**src/pcc_pkg.sv**
```systemverilog
// Shared types and constants for the pointing path clearance check unit.
// Used by the front, queue, back and top level modules; no dependencies.
package pcc_pkg;

   localparam int ZONE_COUNT  = 32;
   localparam int ZONE_IDX_W  = 5;
   localparam int FRAC_BITS   = 7;
   localparam int QUEUE_DEPTH = 4;
   localparam int QPTR_W      = 2;
   localparam int CSR_IDX_W   = 1;
   localparam int CSR_DATA_W  = 2;

   // Divider sizes for the seam elevation: dividend 2|num|+den, divisor 2den
   localparam int DIVD_W = 38;
   localparam int DIVS_W = 18;
   localparam int DCNT_W = 6;

   typedef logic signed [16:0] angle_type;
   typedef logic signed [25:0] coord_type;
   typedef logic signed [27:0] num_type;
   typedef logic signed [55:0] prod_type;

   localparam logic signed [17:0] HALF_TURN = 18'(180 * (2 ** FRAC_BITS));
   localparam logic signed [18:0] FULL_TURN = 19'(360 * (2 ** FRAC_BITS));
   localparam logic signed [39:0] SEAM_SAT  = 40'sd16777216;

   localparam logic [1:0] PROF_DIAG     = 2'd0;
   localparam logic [1:0] PROF_AZ_FIRST = 2'd1;
   localparam logic [1:0] PROF_EL_FIRST = 2'd2;

   localparam logic [CSR_IDX_W-1:0] CSR_WRAP    = 1'd0;
   localparam logic [CSR_IDX_W-1:0] CSR_PROFILE = 1'd1;

   localparam logic FUNC_WRITE = 1'b0;

   typedef enum logic [1:0] {
      KIND_WRITE = 2'd0,
      KIND_SEG   = 2'd1,
      KIND_DONE  = 2'd2
   } kind_type;

   typedef struct packed {
      kind_type                kind;
      logic [ZONE_IDX_W-1:0]   slot;
      logic                    enable;
      angle_type               az_lo;
      angle_type               el_lo;
      angle_type               az_hi;
      angle_type               el_hi;
      coord_type               ax;
      coord_type               ay;
      coord_type               bx;
      coord_type               by;
   } entry_type;

endpackage

```
**src/pcc_front.sv**
```systemverilog
// Front part: takes requests, builds path legs, splits legs at the azimuth
// seam (serial divider for the seam elevation) and queues commands. Uses pcc_pkg.
module pcc_front (
   input  logic                            clock,
   input  logic                            reset,
   input  logic                            cfg_wrap,
   input  logic [1:0]                      cfg_profile,
   input  logic                            req_valid,
   output logic                            req_ready,
   input  logic                            req_func,
   input  logic [pcc_pkg::ZONE_IDX_W-1:0]  req_zone_slot,
   input  logic                            req_zone_enable,
   input  pcc_pkg::angle_type              req_zone_az_low,
   input  pcc_pkg::angle_type              req_zone_el_low,
   input  pcc_pkg::angle_type              req_zone_az_high,
   input  pcc_pkg::angle_type              req_zone_el_high,
   input  pcc_pkg::angle_type              req_start_az,
   input  pcc_pkg::angle_type              req_start_el,
   input  pcc_pkg::angle_type              req_end_az,
   input  pcc_pkg::angle_type              req_end_el,
   output logic                            q_push,
   output pcc_pkg::entry_type              q_entry,
   input  logic                            q_full
);

   typedef enum logic [5:0] {
      F_IDLE = 6'b000001,
      F_LEG  = 6'b000010,
      F_DIV  = 6'b000100,
      F_SEG1 = 6'b001000,
      F_SEG2 = 6'b010000,
      F_DONE = 6'b100000
   } fstate_type;

   fstate_type                      state_ff, state_in;
   pcc_pkg::angle_type              saz_ff, sel_ff, eaz_ff, eel_ff;
   logic                            leg_ff, leg_in;
   logic                            neg_ff;
   logic [pcc_pkg::DIVD_W-1:0]      divd_ff;
   logic [pcc_pkg::DIVD_W-1:0]      quot_ff;
   logic [pcc_pkg::DIVS_W-1:0]      dsor_ff;
   logic [pcc_pkg::DIVS_W:0]        rem_ff;
   logic [pcc_pkg::DCNT_W-1:0]      cnt_ff;
   pcc_pkg::coord_type              el_ff;

   pcc_pkg::angle_type              ax, ay, bx, by;
   logic                            two_legs;
   logic signed [17:0]              daz, dy, seam;
   logic signed [18:0]              eff, seam_dx;
   logic signed [36:0]              num;
   logic [36:0]                     num_mag;
   logic [16:0]                     den_mag;
   logic                            split;
   logic [pcc_pkg::DIVS_W+1:0]      rem_sh;
   logic                            q_bit;
   logic signed [38:0]              q_signed;
   logic signed [39:0]              el_wide;
   pcc_pkg::coord_type              el_sat;
   pcc_pkg::coord_type              seam_c;
   logic                            accept;

   // Leg endpoints for the selected motion profile
   always_comb begin
      ax = saz_ff;
      ay = sel_ff;
      bx = eaz_ff;
      by = eel_ff;
      case (cfg_profile)
         pcc_pkg::PROF_AZ_FIRST: begin
            if (!leg_ff) by = sel_ff;
            else         ax = eaz_ff;
         end
         pcc_pkg::PROF_EL_FIRST: begin
            if (!leg_ff) bx = saz_ff;
            else         ay = eel_ff;
         end
         default: ;
      endcase
   end

   assign two_legs = (cfg_profile == pcc_pkg::PROF_AZ_FIRST) ||
                     (cfg_profile == pcc_pkg::PROF_EL_FIRST);

   assign daz     = $signed({bx[16], bx}) - $signed({ax[16], ax});
   assign dy      = $signed({by[16], by}) - $signed({ay[16], ay});
   assign split   = cfg_wrap && ((daz > pcc_pkg::HALF_TURN) || (daz < -pcc_pkg::HALF_TURN));
   assign eff     = (daz < 0) ? ($signed({daz[17], daz}) + pcc_pkg::FULL_TURN)
                              : ($signed({daz[17], daz}) - pcc_pkg::FULL_TURN);
   assign seam    = (daz < 0) ? pcc_pkg::HALF_TURN : -pcc_pkg::HALF_TURN;
   assign seam_dx = $signed({seam[17], seam}) - $signed({{2{ax[16]}}, ax});
   assign num     = seam_dx * dy;
   assign num_mag = num[36] ? 37'(-num) : 37'(num);
   assign den_mag = eff[18] ? 17'(-eff) : 17'(eff);
   assign seam_c  = {{8{seam[17]}}, seam};

   // Restoring divider step, one quotient bit per cycle
   assign rem_sh = {rem_ff, divd_ff[pcc_pkg::DIVD_W-1]};
   assign q_bit  = (rem_sh >= {2'b00, dsor_ff});

   assign q_signed = neg_ff ? -$signed({1'b0, quot_ff}) : $signed({1'b0, quot_ff});
   assign el_wide  = $signed({{23{ay[16]}}, ay}) + $signed({q_signed[38], q_signed});
   always_comb begin
      if (el_wide > pcc_pkg::SEAM_SAT)       el_sat = 26'(pcc_pkg::SEAM_SAT);
      else if (el_wide < -pcc_pkg::SEAM_SAT) el_sat = 26'(-pcc_pkg::SEAM_SAT);
      else                                   el_sat = el_wide[25:0];
   end

   assign req_ready = (state_ff == F_IDLE) && !q_full;
   assign accept    = req_valid && req_ready;

   always_comb begin
      state_in = state_ff;
      leg_in   = leg_ff;
      q_push   = 1'b0;
      q_entry  = '0;
      q_entry.kind = pcc_pkg::KIND_SEG;
      case (state_ff)
         F_IDLE: begin
            if (accept) begin
               if (req_func == pcc_pkg::FUNC_WRITE) begin
                  q_push         = 1'b1;
                  q_entry.kind   = pcc_pkg::KIND_WRITE;
                  q_entry.slot   = req_zone_slot;
                  q_entry.enable = req_zone_enable;
                  q_entry.az_lo  = req_zone_az_low;
                  q_entry.el_lo  = req_zone_el_low;
                  q_entry.az_hi  = req_zone_az_high;
                  q_entry.el_hi  = req_zone_el_high;
               end else begin
                  leg_in   = 1'b0;
                  state_in = F_LEG;
               end
            end
         end
         F_LEG: begin
            q_entry.ax = {{9{ax[16]}}, ax};
            q_entry.ay = {{9{ay[16]}}, ay};
            q_entry.bx = {{9{bx[16]}}, bx};
            q_entry.by = {{9{by[16]}}, by};
            if (split && (eff != 0)) begin
               state_in = F_DIV;
            end else if (split || !q_full) begin
               q_push = !split;
               if (two_legs && !leg_ff) leg_in = 1'b1;
               else                     state_in = F_DONE;
            end
         end
         F_DIV: begin
            if (cnt_ff == '0) state_in = F_SEG1;
         end
         F_SEG1: begin
            q_entry.ax = {{9{ax[16]}}, ax};
            q_entry.ay = {{9{ay[16]}}, ay};
            q_entry.bx = seam_c;
            q_entry.by = el_sat;
            if (!q_full) begin
               q_push   = 1'b1;
               state_in = F_SEG2;
            end
         end
         F_SEG2: begin
            q_entry.ax = -seam_c;
            q_entry.ay = el_ff;
            q_entry.bx = {{9{bx[16]}}, bx};
            q_entry.by = {{9{by[16]}}, by};
            if (!q_full) begin
               q_push = 1'b1;
               if (two_legs && !leg_ff) begin
                  leg_in   = 1'b1;
                  state_in = F_LEG;
               end else begin
                  state_in = F_DONE;
               end
            end
         end
         F_DONE: begin
            q_entry.kind = pcc_pkg::KIND_DONE;
            if (!q_full) begin
               q_push   = 1'b1;
               state_in = F_IDLE;
            end
         end
         default: state_in = F_IDLE;
      endcase
   end

   always_ff @(posedge clock) begin
      if (reset) begin
         state_ff <= F_IDLE;
         leg_ff   <= 1'b0;
      end else begin
         state_ff <= state_in;
         leg_ff   <= leg_in;
      end
   end

   always_ff @(posedge clock) begin
      if (accept) begin
         saz_ff <= req_start_az;
         sel_ff <= req_start_el;
         eaz_ff <= req_end_az;
         eel_ff <= req_end_el;
      end
      if (state_ff == F_LEG) begin
         neg_ff  <= num[36] ^ eff[18];
         divd_ff <= {num_mag, 1'b0} + {21'd0, den_mag};
         dsor_ff <= {den_mag, 1'b0};
         rem_ff  <= '0;
         quot_ff <= '0;
         cnt_ff  <= pcc_pkg::DCNT_W'(pcc_pkg::DIVD_W);
      end else if ((state_ff == F_DIV) && (cnt_ff != '0)) begin
         divd_ff <= {divd_ff[pcc_pkg::DIVD_W-2:0], 1'b0};
         rem_ff  <= q_bit ? (pcc_pkg::DIVS_W+1)'(rem_sh - {2'b00, dsor_ff})
                          : rem_sh[pcc_pkg::DIVS_W:0];
         quot_ff <= {quot_ff[pcc_pkg::DIVD_W-2:0], q_bit};
         cnt_ff  <= cnt_ff - 1'b1;
      end
      if (state_ff == F_SEG1) begin
         el_ff <= el_sat;
      end
   end

endmodule

```
**config.mk**
```make
export PLATFORM = sky130hd
export DESIGN_NAME = pcc_front
export DESIGN_NICKNAME = d
export VERILOG_FILES = /design/src/pcc_pkg.sv /design/src/pcc_front.sv
export SDC_FILE = /design/constraint.sdc
export NUM_CORES = 2
export LEC_CHECK = 0
export BUFFER_PORTS_ARGS = -buffer_cell sky130_fd_sc_hd__buf_2
export CAP_MARGIN = 10
export CORE_UTILIZATION = 55
export CTS_BUF_LIST = sky130_fd_sc_hd__clkbuf_2
export DETAILED_ROUTE_END_ITERATION = 16
export GPL_ROUTABILITY_DRIVEN = 0
export PLACE_DENSITY = 0.8
export SLEW_MARGIN = 30
export SYNTH_ARGS = -nofsm -noshare
export SYNTH_HDL_FRONTEND = slang
export SYNTH_SLANG_ARGS = --single-unit
export TNS_END_PERCENT = 20
```
**constraint.sdc**
```tcl
create_clock -name clock -period 19.35 [get_ports clock]
set_clock_uncertainty 0.15 [all_clocks]
set_input_delay 1.935 -clock clock [delete_from_list [all_inputs] [get_ports clock]]
set_output_delay 1.935 -clock clock [all_outputs]
set_load 0.05 [all_outputs]
```
Yosys cells after proc, flatten, opt, wreduce, memory -nomap -nowiden
Cells that the tools add are included.
Cells by class
  $add $sub $neg: 13
  $mul: 1
  divide/modulo/power cells: 0
  $lt $le $gt $ge: 6
  eq/ne operators: 18
  shift-type cells: 0
  multiplexer cells: 45
  bitwise gates (word level): 1
  reduce and logical (&&, ||, !) cells: 20
Operators by type and width (number)
  $pmux W104 S3: 1
  $mux W75: 2
  $mux W17: 7
  $mux W38: 2
  $mux W74: 1
  $mux W6: 10
  $mux W26: 2
  $add A17 B39 Y40: 1
  $gt A40 B26 Y1 const B: 1
  $lt A40 B25 Y1 const B: 1
  $mux W39: 1
  $neg A38 Y39: 1
  $add A38 B17 Y38: 1
  $mux W19: 2
  $mul A19 B18 Y37: 1
  $mux W37: 1
  $neg A37 Y37: 1
  $pmux W6 S6: 1
  $sub A17 B17 Y18: 2
  $reduce_bool A32 Y1: 1
  $neg A18 Y26: 1
  $ge A20 B18 Y1: 1
  $add A18 B17 Y19 const B: 1
  $sub A18 B17 Y19: 1
  32 further kinds: 60
Storage, ports and cells
  register bits: 220
  bits in latches: 0
  RAM bits: 0
  ROM bits: 0
  bits of input ports: 150
  output and inout bits: 182
  word-level logic and storage cells: 117
  memories kept: 0

Logic depth before layout (Yosys ltp)
  depth after elaboration: 11
  gate-level depth with buffers: 63
  gate-level depth less buffers: 56

Least setup slack after synthesis
No wires, ideal clock.
  path kind: in2reg
  start point: input cfg_profile[1]
  end point: register divd_ff[35] in the netlist's numbering, data pin
  setup time: 265 ps
  arrival: 15855 ps
  data required time: 18935 ps
  path slack: 3080 ps
  cell stages on the path: 58
  path buffers: 9
  cell sequence: inv_1 ha_1 nand2_2 buf_1 mux2i_1 ha_1 clkbuf_1 a21o_1 a21oi_1 o21ai_0 a31oi_1 and2_1 clkbuf_1 clkbuf_1 ha_1 a22o_1 a21oi_1 nor2b_1 (+22 left out) buf_2 buf_1 o21ai_0 inv_1 fa_1 nor2b_1 o21ai_0 a21oi_1 o41ai_1 a21oi_1 o21ai_0 a21boi_0 o21ai_0 a2111oi_4 nand4_2 nor3_1 xor2_1 o21ai_1
On the way
  word-level cells in the longest chain between the ends: 11
  elaborated cells on any way between the ends: 21
  those cells by class: add/sub: 8; mul: 1; order compare: 1; eq/ne: 2; mux: 9
RTL lines
  start, declared: line pcc_front.sv:7  | input logic [1:0] cfg_profile,
  $eq A2 B2 Y1 / $eq A2 B1 Y1 (equally long branches): line pcc_front.sv:68  | case (cfg_profile)
  $mux W17: line pcc_front.sv:68
  $sub A17 B17 Y18: line pcc_front.sv:84  | assign daz = $signed({bx[16], bx}) - $signed({ax[16], ax});
  $lt A18 B1 Y1: line pcc_front.sv:87, pcc_front.sv:89
  $mux W18: line pcc_front.sv:89  | assign seam = (daz < 0) ? pcc_pkg::HALF_TURN : -pcc_pkg::HALF_TURN;
  $sub A18 B17 Y19: line pcc_front.sv:90  | assign seam_dx = $signed({seam[17], seam}) - $signed({{2{ax[16]}}, ax});
  $mul A19 B18 Y37: line pcc_front.sv:91  | assign num = seam_dx * dy;
  $neg A37 Y37: line pcc_front.sv:92  | assign num_mag = num[36] ? 37'(-num) : 37'(num);
  $mux W37: line pcc_front.sv:92
  $add A38 B17 Y38 (*): line pcc_front.sv:206  | divd_ff <= {num_mag, 1'b0} + {21'd0, den_mag};
  $mux W38 (*): line pcc_front.sv:204  | if (state_ff == F_LEG) begin
  end signal, assigned: line pcc_front.sv:206
  end signal, assigned: line pcc_front.sv:212  | divd_ff <= {divd_ff[pcc_pkg::DIVD_W-2:0], 1'b0};
  end, declared: line pcc_front.sv:39  | logic [pcc_pkg::DIVD_W-1:0] divd_ff;
Mark *: on every way between the ends. The rest lies on a longest branch, timed or not.
A chain may end at the register's enable or synchronous reset.

Worst setup path in the final report
  start point: input cfg_profile[0]
  end point: register divd_ff[31] in the netlist's numbering, data pin
The elaborated chain is that of the path after synthesis.

==> impl_metrics.json <==
{
  "grt_pass1_wl_mm": 160,
  "synth-adder-area-share_pct": 29.4,
  "holdPathStages": 2,
  "h-tree-depth": 2,
  "grt_util_all_layers_pct": 34.5,
  "cp_top_family": "adder cells",
  "cts_setup_buffers": 0,
  "path_max_fanout": 23,
  "layout-drive-gt1-share_pct": 14.4,
  "syn_inst": 3883,
  "synth_compound_area_share_pct": 14.6,
  "worst_slew_pin_slew_ps": 1050,
  "r2r_slack_ps": 3130,
  "overflow": 0,
  "die_w_um": 245,
  "dieArea_um2": 60100,
  "ys_ff_latch": 220,
  "crit_top_cell": "fa_1",
  "setup_viol": 0,
  "postCtsResizedCells": 0,
  "min_period_ps": 16860,
  "cts_root_buf": "clkbuf_2",
  "max_cap_viol_count": 0,
  "crit_slowest_cell": "xor2_2",
  "r2r-end": "divd_ff[31]",
  "r2r_start": "leg_ff",
  "clk_pin_slew_ps": 120,
  "cp.arrival_ps": 17390,
  "seq_area_frac_synth_pct": 18.2,
  "synth_top_family_by_area": "adder cells",
  "grt_max_degree": 78,
  "status": "complete, no violations",
  "critPathLaunchType": "input pin",
  "fin_crit_sh_pct": 87.2,
  "cts_tree": "yes",
  "postCtsHoldBufs": 0,
  "routedWlPerCell_um": 20.4,
  "relSlewSlack_pct": 29.7,
  "grt_pass1_vias": 28891,
  "nNetsFinal": 4868,
  "endpoint_kind": "flip-flop",
  "min_to": "quot_ff[9]",
  "antenna_found_initial": 39,
  "synth-async-reset-ratio_pct": 0,
  "synth_mux_area_share_pct": 2.70,
  "tns_ps": 0,
  "drcViolationCount": 0,
  "synth-edff-count": 150,
  "ios": 332,
  "vias_per_cell": 5.96,
  "hold_path_class": "reg2reg",
  "yosys_warnings": 0,
  "crit_required_ps": 19870,
  "worst-path-buf-inv": 7,
  "synth_flop_cell": "edfxtp_1",
  "slowest_delay_ps": 760,
  "vias": 29769,
  "critPathKind": "in2reg",
  "rsz0062_at_grt": "no",
  "numCtsBuffers": 59,
  "synth.cell_area_um2": 32500,
  "core_um2": 58000,
  "fmax_ghz": 0.0593,
  "final_hold_viol_count": 0,
  "die_h_um": 245,
  "ys_types": 100,
  "yosys.area_share.xor_xnor_pct": 7.39,
  "dpl.hpwl_mm": 79.4,
  "drtPass1Iterations": 6,
  "drt_first_iter_violations": 2821,
  "clockBufferDepth": 3,
  "num_rows": 88,
  "clock_sinks": 220,
  "port_buffers": 331,
  "yosys.area_share.simple_pct": 19.5,
  "rr_worst_depth": 51,
  "ant_nets": 0,
  "clock_latency_ps": 1100,
  "drv_slew": 0,
  "drt-total-wl_mm": 102,
  "initial_core_util_pct": 56.0,
  "area_growth_pct": 9.72,
  "hp-start": "quot_ff[8]",
  "syn_nets": 4593,
  "syn_area_per_cell_um2": 8.38
}
through the flow:
step	hold WS, ps	setup slack [ps]	util [%]	instances	area (um2)
2_1_floorplan	284	3080	-	3883	32500
3_3_place_gp	320	1950	60.1	4861	34900
3_5_place_dp	320	1720	60.3	4862	35000
4_1_cts	250	2720	61.3	4970	35600
5_1_grt	265	1440	61.5	4990	35700
6_report	241	2490	61.5	4997	35700
metal layers:
metal,track usage [%],vias up,routed length [um]
li1,-,13555,-
met1,40.5,14175,36900
met2,54.8,1625,46400
met3,10.9,390,11100
met4,21.5,24,7200
met5,0.327,-,167
flip-flops by register name, summed over array words and instances (netlist names):
signal	flops
eaz_ff	17
rem_ff	19
quot_ff	38
dsor_ff	17
state_ff	6
leg_ff	1
eel_ff	17
saz_ff	17
sel_ff	17
neg_ff	1
cnt_ff	6
divd_ff	38
el_ff	26
area by class of cell:
class / count / area, um2
Antenna cell: 27 / 67.6
Clock buffer: 87 / 435
Clock inverter: 21 / 164
Fill cell: 4999 / 22300
Inverter: 515 / 1930
Multi-Input combinational cell: 2973 / 24100
Sequential cell: 220 / 5910
Tap cell: 765 / 957
Timing Repair Buffer: 389 / 2120
worst max-delay path by stage:
stage                  end           start  cells past startpoint  slack [ps]
6_report       divd_ff[31]  cfg_profile[0]                     52        2490
5_1_grt        divd_ff[35]  cfg_profile[0]                     52        1440
4_1_cts        divd_ff[31]  cfg_profile[0]                     51        2720
3_5_place_dp   divd_ff[31]  cfg_profile[0]                     51        1720
3_3_place_gp   divd_ff[31]  cfg_profile[0]                     52        1950
2_1_floorplan  divd_ff[35]  cfg_profile[1]                     58        3080
logic make-up (layout without fill, tap and decap cells):
kind of cell	count (synthesis)	count (layout)
compound gates	721	721
xor+xnor	273	273
fa+ha+maj	565	565
buf+inv	690	1012
flops	220	220
mux	82	82
other cells	0	27
simple gates	1332	1332
worst reg2reg max path: cells and delay by family, from the launching register on:
kind / cells / cell delay, ps
adders and majority gates: 10 / 4650
AOI/OAI and AO/OA: 18 / 4050
and+or+nand+nor: 12 / 3910
muxes: 2 / 940
xor gates and xnor gates: 2 / 920
buffers and inverters: 7 / 680
DFF: 1 / 520
Yosys cell counts (9+ instances only):
library cell / instances / share of area (%)
inv_1: 513 / 5.9
nand2_1: 503 / 5.8
fa_1: 335 / 21
nor2_1: 291 / 3.4
ha_1: 225 / 8.7
o21ai_0: 212 / 3.3
xnor2_1: 187 / 5.0
edfxtp_1: 150 / 14
and2_1: 144 / 2.8
clkbuf_1: 134 / 1.5
a21oi_1: 132 / 2.0
nand3_1: 87 / 1.3
xor2_1: 85 / 2.3
a21o_1: 83 / 1.9
dfxtp_1: 70 / 4.3
nor3_1: 61 / 0.94
mux2i_1: 45 / 1.4
mux2_2: 36 / 1.2
nand2b_1: 34 / 0.65
a31oi_1: 32 / 0.62
nor2b_1: 31 / 0.60
and3_1: 27 / 0.52
o21a_1: 23 / 0.53
o31ai_1: 23 / 0.53
nand4_1: 22 / 0.42
or3_1: 22 / 0.42
or4_1: 20 / 0.46
buf_4: 19 / 0.44
o211ai_1: 18 / 0.42
o21ai_1: 17 / 0.26
a211oi_1: 16 / 0.37
a21boi_0: 16 / 0.37
or2_2: 16 / 0.31
o21bai_1: 15 / 0.35
nor3b_1: 13 / 0.30
nor4_1: 13 / 0.25
buf_1: 11 / 0.13
buf_2: 11 / 0.17
a31o_2: 10 / 0.27
nand4b_1: 10 / 0.27
o41ai_1: 10 / 0.27
a211o_1: 9 / 0.24
layout by cell type (no fill, tap or decap), drive strengths merged, types with 85 or more instances in the layout:
cell	instances
a21oi	136
and2	145
buf	389
clkbuf	87
edfxtp	150
fa	335
ha	225
inv	514
nand2	504
nand3	87
nor2	291
o21ai	232
xnor2	187
xor2	85
Power is left out: the tool's default activity adds up to more than one toggle a clock period on the data nets, which glitch-free logic cannot reach.
