**src/pcc_pkg.sv**
```systemverilog
// Shared types and constants for the pointing path clearance check unit.
// Used by the front, queue, back and top level modules; no dependencies.
package pcc_pkg;

   localparam int ZONE_COUNT  = 32;
   localparam int ZONE_IDX_W  = 5;
   localparam int FRAC_BITS   = 7;
   localparam int QUEUE_DEPTH = 4;
   localparam int QPTR_W      = 2;
   localparam int CSR_IDX_W   = 1;
   localparam int CSR_DATA_W  = 2;

   // Divider sizes for the seam elevation: dividend 2|num|+den, divisor 2den
   localparam int DIVD_W = 38;
   localparam int DIVS_W = 18;
   localparam int DCNT_W = 6;

   typedef logic signed [16:0] angle_type;
   typedef logic signed [25:0] coord_type;
   typedef logic signed [27:0] num_type;
   typedef logic signed [55:0] prod_type;

   localparam logic signed [17:0] HALF_TURN = 18'(180 * (2 ** FRAC_BITS));
   localparam logic signed [18:0] FULL_TURN = 19'(360 * (2 ** FRAC_BITS));
   localparam logic signed [39:0] SEAM_SAT  = 40'sd16777216;

   localparam logic [1:0] PROF_DIAG     = 2'd0;
   localparam logic [1:0] PROF_AZ_FIRST = 2'd1;
   localparam logic [1:0] PROF_EL_FIRST = 2'd2;

   localparam logic [CSR_IDX_W-1:0] CSR_WRAP    = 1'd0;
   localparam logic [CSR_IDX_W-1:0] CSR_PROFILE = 1'd1;

   localparam logic FUNC_WRITE = 1'b0;

   typedef enum logic [1:0] {
      KIND_WRITE = 2'd0,
      KIND_SEG   = 2'd1,
      KIND_DONE  = 2'd2
   } kind_type;

   typedef struct packed {
      kind_type                kind;
      logic [ZONE_IDX_W-1:0]   slot;
      logic                    enable;
      angle_type               az_lo;
      angle_type               el_lo;
      angle_type               az_hi;
      angle_type               el_hi;
      coord_type               ax;
      coord_type               ay;
      coord_type               bx;
      coord_type               by;
   } entry_type;

endpackage

```
**src/pcc_queue.sv**
```systemverilog
// Short in-order queue of commands between the front and back parts.
// Depends on pcc_pkg for the entry type and depth.
module pcc_queue (
   input  logic               clock,
   input  logic               reset,
   input  logic               push,
   input  pcc_pkg::entry_type push_entry,
   input  logic               pop,
   output pcc_pkg::entry_type head_entry,
   output logic               full,
   output logic               empty
);

   pcc_pkg::entry_type               slots_ff [pcc_pkg::QUEUE_DEPTH];
   logic [pcc_pkg::QPTR_W-1:0]       wr_ptr_ff;
   logic [pcc_pkg::QPTR_W-1:0]       rd_ptr_ff;
   logic [pcc_pkg::QPTR_W:0]         count_ff;

   assign full       = (count_ff == (pcc_pkg::QPTR_W+1)'(pcc_pkg::QUEUE_DEPTH));
   assign empty      = (count_ff == '0);
   assign head_entry = slots_ff[rd_ptr_ff];

   always_ff @(posedge clock) begin
      if (push) begin
         slots_ff[wr_ptr_ff] <= push_entry;
      end
   end

   always_ff @(posedge clock) begin
      if (reset) begin
         wr_ptr_ff <= '0;
         rd_ptr_ff <= '0;
         count_ff  <= '0;
      end else begin
         if (push) begin
            wr_ptr_ff <= wr_ptr_ff + 1'b1;
         end
         if (pop) begin
            rd_ptr_ff <= rd_ptr_ff + 1'b1;
         end
         case ({push, pop})
            2'b10:   count_ff <= count_ff + 1'b1;
            2'b01:   count_ff <= count_ff - 1'b1;
            default: count_ff <= count_ff;
         endcase
      end
   end

endmodule

```
**config.mk**
```make
export PLATFORM = sky130hd
export DESIGN_NAME = pcc_queue
export DESIGN_NICKNAME = d
export VERILOG_FILES = /design/src/pcc_pkg.sv /design/src/pcc_queue.sv
export SDC_FILE = /design/constraint.sdc
export NUM_CORES = 1
export LEC_CHECK = 0
export ABC_CLOCK_PERIOD_IN_PS = 10700
export BUFFER_PORTS_ARGS = -buffer_cell sky130_fd_sc_hd__buf_2
export CAP_MARGIN = 20
export CORE_MARGIN = 5
export CORE_UTILIZATION = 40
export DETAILED_ROUTE_END_ITERATION = 12
export GPL_TIMING_DRIVEN = 0
export SETUP_SLACK_MARGIN = 0.05
export SKIP_CTS_REPAIR_TIMING = 1
export SLEW_MARGIN = 20
export SYNTH_ARGS = -nofsm -noshare
export SYNTH_HDL_FRONTEND = slang
export SYNTH_SLANG_ARGS = --single-unit
```
**constraint.sdc**
```tcl
create_clock -name clock -period 10.7 [get_ports clock]
set_input_delay 0.535 -clock clock [delete_from_list [all_inputs] [get_ports clock]]
set_output_delay 0.535 -clock clock [all_outputs]
set_load 0.005 [all_outputs]
```
# Yosys cells after proc, flatten, opt, wreduce, memory -nomap -nowiden
# Memory sizes are Yosys's and may differ from the RTL's. A register that Yosys moved wholly into a read port is not among the register bits.
# Cells that the tools add are included.
totals:
  output_inout_bits: 182
  mem_bits_rw: 720
  input_bits: 184
  memories: 1
  regBits: 7
  word_cells: 18
memory_table:
  columns: ["memory", "depth", "width", "read_ports", "rd_clocked_by_memory_dff", "write_ports", "line_no", "text"]
  rows:
  - ["slots_ff", 4, 180, 1, 1, 1, "pcc_queue.sv:14", "pcc_pkg::entry_type slots_ff [pcc_pkg::QUEUE_DEPTH];"]
op_classes:
  eq_ne: 3
  add_sub_neg: 4
  reduce_logical: 2
  n_mux: 5
ops:
  columns: ["op", "n"]
  rows:
  - ["3-bit one-hot mux with 2 select lines", 1]
  - ["2-bit by 1-bit adder with 2-bit output (second input constant)", 2]
  - ["2-bit 2-to-1 mux", 2]
  - ["3-bit by 1-bit adder with 3-bit output (second input constant)", 1]
  - ["3-bit equality test (second input constant)", 1]
  - ["3-bit zero test", 1]
  - ["3-bit by 1-bit subtractor with 3-bit output (second input constant)", 1]
  - ["2-bit by 1-bit equality test with 1-bit output (second input constant)", 1]
  - ["2-bit equality test (second input constant)", 1]
  - ["1-bit 2-to-1 mux", 2]
  - ["2-bit nonzero test", 1]

# Longest topological paths before layout
# Gate-level depths: netlist (run 1).
depth:
  ltp_word: 3
  ltp_mapped: 7
  ltp_nobuf: 7

# Least setup slack after synthesis (run 1)
# No wires, ideal clock.
synth_path:
  path_kind: "reg-to-reg"
  startpoint: "register wr_ptr_ff[0] (netlist bit)"
  endpoint: "memory slots_ff[0][0] (netlist bit) (enable)"
  setup_slack_ps: 5495
  n_path_buf: 0
  stages_incl_launch_ff: 4
  required_time_ps: 10139
  setup_ps: 561
  period_less_slack_ps: 5205
  arrival_ps: 4644
  path_cell_list: "dfxtp_1 inv_1 ha_1 and2_1"
synth_rtl:
  columns: ["element", "line_no", "text"]
  rows:
  - ["from (decl)", "pcc_queue.sv:15", "logic [pcc_pkg::QPTR_W-1:0] wr_ptr_ff;"]
  - ["from (signal assigned)", "pcc_queue.sv:36", "wr_ptr_ff <= wr_ptr_ff + 1'b1;"]
  - ["to (decl)", "pcc_queue.sv:14", null]
# Straight into the memory's write port.

==> results.tsv, run 1 <==
stage	metric	value	unit
run_status	run status	completed	
pwr	Leak Pwr	10.7	nW
grt	maximum number of pins on one net before global-route repair	45	
detailed_routing	post-detailed-route via-to-cell ratio	5.04	
sta	fin crit period	3.11	ns
setup_path	data required time of the critical path	10.17	ns
clock_network	sink count of the clock tree	729	
detailed_routing	number of DRC markers in iteration 0	774	
yosys	synthesized area per cell	26.7	um2
setup_path	worst reg-to-reg path cell count	5	
setup_path	Register-to-Register Setup Slack	8.62	ns
place	post-placement cell count	2231	
floorplan	full die area	71200	um2
sta	total count of max-transition violations in the final report	0	
clock_network	H-Tree Depth	3	
setup_path	startpoint of the lowest-slack register-to-register path	wr_ptr_ff[0]	
finish	area growth from synthesis to layout	21.6	%
floorplan	standard-cell rows	94	
yosys	Post-Synthesis Cells	987	
yosys	number of synthesized register bits	729	
floorplan	die boundary width	267	um
worst_hold_path	HP Start	push_entry[54]	
setup_path	endpoint type of the worst setup path	output port	
yosys	Distinct cells, synth	21	
grt	via count of the first global-routing pass	12800	
sta	Worst Skew	0.0139	ns
setup_path	Critical Path AT	2.58	ns
floorplan	CORE AREA	65600	um2
worst_hold_path	end point of the worst hold path	slots_ff[2][54]	
detailed_routing	DRC violations left	0	
sta	accumulated negative setup slack	0	ns
sta	unrepaired setup endpoints after global routing	false	
grt	wire length of the first global-routing pass	81000	um
detailed_routing	First-pass DRT Iterations	5	
floorplan	number of top-level design ports	366	
finish	final non-filler cell total	2367	
sta	worst slew margin relative to its limit	46.5	%
sta	Final Hold Viols	0	
sta	total of endpoints with negative setup slack in the final report	0	
detailed_routing	remaining antenna violation count	0	
clock_network	root buffer selected by CTS	sky130_fd_sc_hd__clkbuf_16	
place	DPL Wire Length	34500	um
sta	ratio of final minimum period to clock period	29.1	%
sta	Max Freq	0.321	GHz
sta	Worst Max-Slew Pin Slew	0.803	ns
grt	global route total overflow	0	
setup_path	startpoint types	register	
setup_path	RR Endpoint	slots_ff[2][133]	
flow_run	Max Cap Viol	0	
grt	global-route usage over all layers	15.1	%
clock_network	Longest Clk Path Bufs	3	
yosys	portion of synthesized cell area occupied by the leading cell type	82.0	%
clock_network	clock transition at the registers of the reported paths	0.06	ns
pwr	Peak supply drop	0.000130	V
yosys	top cell type by total area after synthesis	sky130_fd_sc_hd__edfxtp_1	
detailed_routing	drt total wl	54300	um
setup_path	Critical Setup Path Class	register to output port	
finish	leading cell type in the layout, fill and taps excluded	sky130_fd_sc_hd__edfxtp_1	
yosys	sequential cell area fraction in the yosys report	82.7	%
finish	nets@finish	1634	
finish	ratio of cells with drive above 1 in the final layout	46.7	%
yosys	area of the mapped netlist	26400	um2
detailed_routing	overall via count from detail_route	11900	
finish	Final Util	48.9	%
place	final weighted congestion of routability-driven global placement	0.719	
finish	number of filler instances in the final layout	5384	
clock_network	CTS buffer count	75	
yosys	number of warnings reported in the yosys synthesis log	0	
floorplan	Initial Util	40.2	%
finish	most frequent cells in the layout	sky130_fd_sc_hd__edfxtp_1, sky130_fd_sc_hd__buf_2, sky130_fd_sc_hd__mux4_2, sky130_fd_sc_hd__clkbuf_16, sky130_fd_sc_hd__clkbuf_1	
pwr	power density over the cells	198	nW/um2
grt	number of antenna violations at the first check in global routing	13	
clock_network	latest clock arrival within the worst-skew pair	0.60	ns
place	count of input and output buffers	364	
worst_hold_path	worst hold-check path type	input port to register	
worst_hold_path	number of cells on the worst hold path	1	
clock_network	clock tree from TritonCTS	done	
yosys	post-synthesis net count	1177	
floorplan	vertical die dimension	267	um
detailed_routing	wire length per cell	22.9	um
setup_path	worst-path fanout max	10	
yosys	most area-consuming cells after synthesis	sky130_fd_sc_hd__edfxtp_1, sky130_fd_sc_hd__mux4_2, sky130_fd_sc_hd__dfxtp_1	
==> cell usage after synthesis (all sizes together) <==
master  count
edfxtp    720
mux4      180
buf        34
dfxtp       9
nor2        8
clkbuf      7
inv         6
ha          5
and2        4
xor2        3
a21oi       2
xnor2       2
and3        1
fa          1
mux2i       1
nand2       1
nor3        1
o21ai       1
or3         1
==> layer usage <==
layer	global-route usage, %	vias to the layer above	wire length (um)
met3	5.65	84	4740
met2	24.6	338	26800
met1	19.3	6270	21600
met5	0	-	109
met4	4.32	18	1070
li1	-	5224	-
==> cell type report <==
type	instances	area (um2)	area share (%)
Clock inverter	40	338	1.05
Multi-Input combinational cell	211	4290	13.4
Clock buffer	93	2010	6.26
Tap cell	864	1080	3.37
Buffer	41	263	0.819
Sequential cell	729	21800	68.0
Antenna cell	3	7.51	0.0234
Timing Repair Buffer	380	2260	7.05
Inverter	6	22.5	0.0702
==> critical path, stage by stage, from the launching register on <==
cell and delay (ns):
sky130_fd_sc_hd__dfxtp_1 0.31, sky130_fd_sc_hd__buf_2 0.28, sky130_fd_sc_hd__buf_2 0.43, sky130_fd_sc_hd__buf_2 0.41, sky130_fd_sc_hd__mux4_2 0.36, sky130_fd_sc_hd__buf_2 0.19
==> stage by stage <==
stage                     instance area (um2)  total power [W]  setup slack (ns)  hold WS, ns
after floorplan                         26400          0.00369              5.49        0.467
after global routing                    32100          0.00664              7.37        0.107
after CTS                               32100          0.00647              7.38       0.0893
after global placement                  29300          0.00399              1.51        0.500
final                                   32100          0.00636              7.59        0.150
after detailed placement                29700          0.00398              8.04        0.496
==> how the worst max path moves through the flow <==
stage	startpoint	end	slack, ns	cells past startpoint
2_1_floorplan	wr_ptr_ff[0]	slots_ff[0][0]	5.49	3
3_3_place_gp	push	slots_ff[3][73]	1.51	2
3_5_place_dp	register	head_entry[94]	8.04	5
4_1_cts	register	head_entry[94]	7.38	5
5_1_grt	register	head_entry[100]	7.37	5
6_report	register	head_entry[94]	7.59	5
==> state kept, by name, indices dropped and copies added, names as in the netlist, named ones only <==
name	count
count_ff	3
rd_ptr_ff	2
slots_ff	720
wr_ptr_ff	2
==> logic make-up (layout without fill, tap and decap cells) <==
| kind of cell | count (synthesis) | in the layout | synth area share (%) |
|---|---|---|---|
| xor gates and xnor gates | 5 | 5 | 0.166 |
| buffers and inverters | 47 | 560 | 1.08 |
| AOI/OAI and AO/OA | 3 | 3 | 0.0569 |
| DFF | 729 | 729 | 82.7 |
| muxes | 181 | 181 | 15.4 |
| adders and majority gates | 6 | 6 | 0.313 |
| and+or+nand+nor | 16 | 16 | 0.289 |
| other | 0 | 3 | 0 |
==> power by group <==
part           internal [W]  switching [W]
clock network       0.00143        0.00103
registers           0.00328      0.0000258
logic              0.000283       0.000306
total               0.00500        0.00136
(Power assumes the default switching activity.)
==> run 2, diff against run 1 <==
--- a/config.mk
+++ b/config.mk
@@ -5,7 +5,8 @@
 export SDC_FILE = /design/constraint.sdc
 export NUM_CORES = 1
 export LEC_CHECK = 0
-export ABC_CLOCK_PERIOD_IN_PS = 10700
+export ABC_AREA = 1
+export ABC_CLOCK_PERIOD_IN_PS = 3000
 export BUFFER_PORTS_ARGS = -buffer_cell sky130_fd_sc_hd__buf_2
 export CAP_MARGIN = 20
 export CORE_MARGIN = 5
==> constraint.sdc (replaced) <==
create_clock -name clock -period 3 [get_ports clock]
set_input_delay 0.15 -clock clock [delete_from_list [all_inputs] [get_ports clock]]
set_output_delay 0.15 -clock clock [all_outputs]
set_load 0.005 [all_outputs]
==> run 2 against run 1 <==
Sequential cell count stayed put. Critical path depth rose by 2. Final area increased by 9.5%. Critical endpoint is now head_entry[114].
==> results.tsv, run 2 <==
stage	metric	value	unit
run_status	run status	completed	
sta	total count of max-transition violations in the final report	0	
setup_path	critical path depth in cells	7	
grt	global-route met1 utilization	24.3	%
setup_path	worst-path fanout max	10	
sta	Worst Skew	0.0176	ns
setup_path	capturing instance or port of the critical path	head_entry[114]	
pwr	Peak supply drop	0.000453	V
clock_network	H-Tree Depth	3	
setup_path	data required time of the critical path	2.85	ns
clock_network	root buffer selected by CTS	sky130_fd_sc_hd__clkbuf_16	
detailed_routing	drt total wl	73400	um
sta	Max Freq	0.357	GHz
setup_path	Critical Path AT	2.65	ns
finish	largest registers	slots_ff (720), count_ff (3)	
setup_path	ordered cell list for the critical path	buf_4 > inv_2 > buf_4 > clkbuf_2 > o21ai_0 > o22ai_1 > buf_2	
finish	ratio of cells with drive above 1 in the final layout	23.4	%
grt	global routing met2 resource utilization	31.1	%
worst_hold_path	worst hold-check path type	input port to register	
place	post-detailed-placement cell area	30700	um2
setup_path	startpoint of the lowest-slack register-to-register path	wr_ptr_ff[1]	
pwr	clock group share of total power	40.0	%
clock_network	Longest Clk Path Bufs	3	
sta	worst slew margin relative to its limit	60.1	%
setup_path	Worst path slowest cell	sky130_fd_sc_hd__buf_4	
finish	Final Util	52.2	%
setup_path	cell family with most CP delay	buffers and inverters	
grt	most used routing layer in global routing	met2	
grt	global route total overflow	0	
sta	Final Hold Viols	0	
pwr	power density over the cells	671	nW/um2
yosys	number of synthesized register bits	729	
yosys	post-synthesis net count	1988	
setup_path	worst reg-to-reg path cell count	9	
clock_network	sink count of the clock tree	729	
pwr	switching component of the power	0.00536	W
grt	global-route usage over all layers	18.9	%
grt	wire length of the first global-routing pass	107000	um
pwr	Switching Fraction	22.7	%
sta	unrepaired setup endpoints after global routing	false	
finish	most frequent cells in the layout	sky130_fd_sc_hd__edfxtp_1, sky130_fd_sc_hd__buf_2, sky130_fd_sc_hd__nor2_1, sky130_fd_sc_hd__o21ai_0, sky130_fd_sc_hd__dlygate4sd3_1	
yosys	area of the mapped netlist	27100	um2
place	count of input and output buffers	365	
clock_network	clock tree from TritonCTS	done	
pwr	combinational group share of total power	10.2	%
setup_path	endpoint type of the worst setup path	output port	
yosys	Post-Synthesis Cells	1798	
setup_path	CP most frequent cell	sky130_fd_sc_hd__buf_4	
detailed_routing	number of DRC markers in iteration 0	1517	
clock_network	latest clock arrival within the worst-skew pair	0.60	ns
yosys	sequential cell area fraction in the yosys report	80.3	%
yosys	portion of synthesized cell area occupied by the leading cell type	79.7	%
floorplan	number of top-level design ports	366	
finish	Most flops, register	slots_ff	
clock_network	CTS buffer count	78	
grt	number of antenna violations at the first check in global routing	8	
floorplan	vertical die dimension	270	um
yosys	top cell type by total area after synthesis	sky130_fd_sc_hd__edfxtp_1	
floorplan	Initial Util	40.3	%
setup_path	Register-to-Register Setup Slack	0.64	ns
finish	number of flip-flops in the largest register	720	
setup_path	biggest cell delay along the critical path	0.34	ns
worst_hold_path	number of cells on the worst hold path	2	
yosys	synth cell count leaders	sky130_fd_sc_hd__edfxtp_1, sky130_fd_sc_hd__nor2_1, sky130_fd_sc_hd__o21ai_0	
flow_run	Max Cap Viol	0	
detailed_routing	wire length per cell	21.6	um
detailed_routing	post-detailed-route via-to-cell ratio	5.26	
finish	multi-input combinational cell area	4500	um2
sta	fin crit period	2.80	ns
pwr	Leak Pwr	12.4	nW
yosys	synthesized area per cell	15.1	um2
yosys	most area-consuming cells after synthesis	sky130_fd_sc_hd__edfxtp_1, sky130_fd_sc_hd__o21ai_0, sky130_fd_sc_hd__nor2_1	
floorplan	full die area	73200	um2
setup_path	RR Endpoint	slots_ff[1][131]	
detailed_routing	DRC violations left	0	
detailed_routing	remaining antenna violation count	0	
finish	final standard cell area without fillers	35100	um2
pwr	P_int	0.0182	W
detailed_routing	overall via count from detail_route	17900	
floorplan	standard-cell rows	95	
pwr	relative contribution of sequential cells to total power	49.8	%
grt	global-route met3 utilization	6.45	%
yosys	top-count cell post-synth	sky130_fd_sc_hd__edfxtp_1	
setup_path	startpoint types	register	
sta	ratio of final minimum period to clock period	93.4	%
yosys	number of warnings reported in the yosys synthesis log	0	
setup_path	Critical Setup Path Class	register to output port	
yosys	predominant post-synthesis flop cell	sky130_fd_sc_hd__edfxtp_1	
finish	number of filler instances in the final layout	5549	
finish	nets@finish	2647	
detailed_routing	First-pass DRT Iterations	5	
floorplan	die boundary width	270	um
sta	total of endpoints with negative setup slack in the final report	0	
finish	area growth from synthesis to layout	29.4	%
place	DPL Wire Length	46800	um
yosys	Distinct cells, synth	23	
place	final weighted congestion of routability-driven global placement	0.786	
grt	via count of the first global-routing pass	17200	
grt	maximum number of pins on one net before global-route repair	29	
yosys	Async S/R FF share, synth	0	%
clock_network	clock transition at the registers of the reported paths	0.06	ns
finish	register cell area after layout	21800	um2
yosys	EDFF count, synth	720	
setup_path	buffering stage count on the worst path with inverters included	5	
floorplan	CORE AREA	67300	um2
sta	Worst Max-Slew Pin Slew	0.599	ns
finish	leading cell type in the layout, fill and taps excluded	sky130_fd_sc_hd__edfxtp_1	
==> run 2: changes by cell type in the layout (fill, tap and decap cells not counted), moves of 39 or more <==
cell	before	now
sky130_fd_sc_hd__clkbuf_1	22	61
sky130_fd_sc_hd__o22ai_1	0	180
sky130_fd_sc_hd__o21ai_1	0	54
sky130_fd_sc_hd__mux4_2	180	0
sky130_fd_sc_hd__nor2_1	8	363
sky130_fd_sc_hd__dlygate4sd3_1	0	184
sky130_fd_sc_hd__o21ai_0	1	312
==> run 2: kinds of logic after synthesis <==
logic type      count (synthesis)  share of synthesized area [%]
buf+inv                       136                           3.17
flops                         729                           80.3
simple gates                  376                           5.22
compound gates                551                           11.0
fa+ha+maj                       6                          0.304
==> run 2: how the worst min path moves through the flow <==
stage,end,startpoint
3_5_place_dp,slots_ff[3][49],push_entry[49]
5_1_grt,slots_ff[0][65],push_entry[65]
2_1_floorplan,slots_ff[0][0],push_entry[0]
3_3_place_gp,slots_ff[0][75],push_entry[75]
4_1_cts,slots_ff[0][154],push_entry[154]
6_report,slots_ff[2][18],push_entry[18]
==> run 2: cell type report <==
| class | instances | area share (%) |
|---|---|---|
| Sequential cell | 729 | 62.1 |
| Multi-Input combinational cell | 933 | 12.8 |
| Timing Repair Buffer | 579 | 12.2 |
| Clock buffer | 96 | 6.05 |
| Tap cell | 873 | 3.11 |
| Buffer | 118 | 2.23 |
| Clock inverter | 46 | 1.18 |
| Inverter | 18 | 0.257 |
| Antenna cell | 6 | 0.0428 |
==> run 2: metal layers <==
layer | part of all wire, % | vias up
met1 | 40 | 8884
li1 | - | 8181
met4 | 2.1 | 4
met2 | 49 | 702
met5 | 0.037 | -
met3 | 8.7 | 105
==> run 2: stage by stage <==
stage | setup WS, ns | cells | total power (W) | hold WS (ns) | setup TNS, ns
2_1_floorplan | -0.675 | 1798 | 0.0130 | 0.249 | -478.25
3_3_place_gp | -3.25 | 3036 | 0.0141 | 0.359 | -2280.63
3_5_place_dp | 0.626 | 3066 | 0.0142 | 0.366 | 0
4_1_cts | 0.144 | 3208 | 0.0236 | -0.301 | 0
5_1_grt | 0.0945 | 3397 | 0.0244 | 0.275 | 0
6_report | 0.197 | 3398 | 0.0236 | 0.296 | 0
==> run 2: power groups by stage <==
stage | sequential, W | combinational (W) | clock [W]
floorplan | 0.0120 | 0.00100 | 0
global placement | 0.0120 | 0.00206 | 0
detailed placement | 0.0119 | 0.00221 | 0
CTS | 0.0117 | 0.00222 | 0.00964
global route | 0.0118 | 0.00261 | 0.0101
finish | 0.0117 | 0.00240 | 0.00943
==> run 3, diff against run 2 <==
--- a/config.mk
+++ b/config.mk
@@ -13,6 +13,7 @@
 export CORE_UTILIZATION = 40
 export DETAILED_ROUTE_END_ITERATION = 12
 export GPL_TIMING_DRIVEN = 0
+export RECOVER_POWER = 100
 export SETUP_SLACK_MARGIN = 0.05
 export SKIP_CTS_REPAIR_TIMING = 1
 export SLEW_MARGIN = 20
==> run 3 against run 2 <==
Core utilization down 0.81 points. Clock power about the same. Sequential cell count unchanged. Register-to-register slack worse by 0.45 ns. First-iteration DRC count up 1.6%. Critical endpoint is now slots_ff[1][131]. Sequential share of layout area up 0.97 points. Combinational power down 5%. Sequential power about the same. Via count up 0.26%. Largest power group unchanged. Clock-buffer cell count unchanged. Maximum frequency down 0.41%.
==> results.tsv, run 3 (synthesis results as in run 2) <==
stage	metric	value	unit
grt	via count of the first global-routing pass	17200	
floorplan	CORE AREA	67300	um2
finish	final non-filler cell total	3398	
finish	largest registers	slots_ff (720), count_ff (3)	
grt	number of antenna violations at the first check in global routing	8	
sta	unrepaired setup endpoints after global routing	false	
grt	global route total overflow	0	
pwr	Leak Pwr	11.4	nW
sta	worst hold margin	0.342	ns
clock_network	clock transition at the registers of the reported paths	0.06	ns
clock_network	Longest Clk Path Bufs	3	
finish	final standard cell area without fillers	34600	um2
setup_path	ordered cell list for the critical path	inv_1 > ha_2 > nand2_1 > clkinvlp_2 > buf_12 > buf_16 > buf_12 > buf_12 > buf_12	
setup_path	capturing instance or port of the critical path	slots_ff[1][131]	
finish	area growth from synthesis to layout	27.4	%
sta	total count of max-transition violations in the final report	0	
run_status	run status	completed	
finish	number of flip-flops in the largest register	720	
floorplan	standard-cell rows	95	
setup_path	worst reg-to-reg path cell count	9	
setup_path	RR Endpoint	slots_ff[1][131]	
sta	Final Hold Viols	0	
setup_path	CP most frequent cell	sky130_fd_sc_hd__buf_12	
finish	ratio of cells with drive above 1 in the final layout	9.81	%
clock_network	H-Tree Depth	3	
worst_hold_path	worst hold-check path type	input port to register	
setup_path	startpoint of the lowest-slack register-to-register path	wr_ptr_ff[1]	
setup_path	data required time of the critical path	3.35	ns
finish	nets@finish	2647	
detailed_routing	drt total wl	73400	um
setup_path	endpoint type of the worst setup path	register	
floorplan	full die area	73200	um2
setup_path	worst-path fanout max	27	
place	post-detailed-placement cell area	30700	um2
detailed_routing	First-pass DRT Iterations	7	
setup_path	startpoint types	register	
pwr	Total Power	0.0234	W
sta	Max Freq	0.355	GHz
grt	wire length of the first global-routing pass	107000	um
setup_path	Worst path slowest cell	sky130_fd_sc_hd__clkinvlp_2	
setup_path	launching element of the worst setup path	wr_ptr_ff[1]	
detailed_routing	remaining antenna violation count	0	
finish	most frequent cells in the layout	sky130_fd_sc_hd__edfxtp_1, sky130_fd_sc_hd__clkbuf_1, sky130_fd_sc_hd__nor2_1, sky130_fd_sc_hd__o21ai_0, sky130_fd_sc_hd__dlygate4sd3_1	
place	DPL Wire Length	46800	um
grt	maximum number of pins on one net before global-route repair	29	
place	count of input and output buffers	365	
clock_network	CTS buffer count	78	
sta	Worst Skew	0.0198	ns
place	final weighted congestion of routability-driven global placement	0.786	
finish	Most flops, register	slots_ff	
pwr	Peak supply drop	0.000452	V
floorplan	die boundary width	270	um
setup_path	biggest cell delay along the critical path	0.64	ns
detailed_routing	DRC violations left	0	
detailed_routing	wire length per cell	21.6	um
sta	fin crit period	2.81	ns
detailed_routing	post-detailed-route via-to-cell ratio	5.27	
setup_path	Critical Path AT	3.16	ns
floorplan	vertical die dimension	270	um
grt	global-route usage over all layers	18.9	%
floorplan	Initial Util	40.3	%
pwr	power density over the cells	678	nW/um2
sta	Worst Max-Slew Pin Slew	1.01	ns
detailed_routing	number of DRC markers in iteration 0	1542	
detailed_routing	overall via count from detail_route	17900	
setup_path	Critical Setup Path Class	register to register	
place	post-placement cell count	3066	
clock_network	root buffer selected by CTS	sky130_fd_sc_hd__clkbuf_16	
clock_network	latest clock arrival within the worst-skew pair	0.61	ns
flow_run	Max Cap Viol	0	
finish	leading cell type in the layout, fill and taps excluded	sky130_fd_sc_hd__edfxtp_1	
sta	ratio of final minimum period to clock period	93.8	%
clock_network	sink count of the clock tree	729	
floorplan	number of top-level design ports	366	
setup_path	Register-to-Register Setup Slack	0.19	ns
sta	total of endpoints with negative setup slack in the final report	0	
sta	worst slew margin relative to its limit	32.4	%
clock_network	clock tree from TritonCTS	done	
run 3: routing by layer:
layer | vias up | wire length, um | GRT usage (%)
met3 | 102 | 6660 | 6.45
met5 | - | 27 | 0
li1 | 8175 | - | -
met1 | 8918 | 29200 | 24.3
met4 | 4 | 1480 | 5.01
met2 | 724 | 36000 | 31.1
run 3: cell type report:
type,instances,area [um2]
fillers,5735,32700
flip-flops and latches,729,21800
multi-input cells,933,4490
repair buffers,579,3760
clock buffers,96,2130
well taps,873,1090
plain buffers,118,785
clock inverters,46,413
inverters,18,80.1
diodes,6,15.0
run 3: critical path, delay by kind of cell (launching register included):
kind / cells / cell delay, ns
buf+inv: 7 / 1.89
fa+ha+maj: 1 / 0.17
flops: 1 / 0.36
simple gates: 1 / 0.07
run 3: stage by stage:
| step | util [%] | worst slack [ns] | TNS (ns) |
|---|---|---|---|
| final | 51.4 | 0.186 | 0 |
| after global placement | 44.7 | -3.25 | -2280.63 |
| after global routing | 51.4 | 0.0478 | 0 |
| after CTS | 49.4 | 0.144 | 0 |
| after detailed placement | 45.7 | 0.626 | 0 |
| after floorplan | - | -0.675 | -478.25 |
run 3: worst min path at each step:
stage                    startpoint                to  cells after the start
detailed placement   push_entry[49]   slots_ff[3][49]                      1
global route         push_entry[65]   slots_ff[0][65]                      2
finish               push_entry[57]   slots_ff[3][57]                      2
CTS                 push_entry[154]  slots_ff[0][154]                      1
global placement     push_entry[75]   slots_ff[0][75]                      1
floorplan             push_entry[0]    slots_ff[0][0]                      0
run 3: power by group:
| group | switching, W | total, W | internal, W |
|---|---|---|---|
| registers | 0.0000888 | 0.0117 | 0.0117 |
| logic | 0.00147 | 0.00228 | 0.000807 |
| clock network | 0.00380 | 0.00943 | 0.00563 |
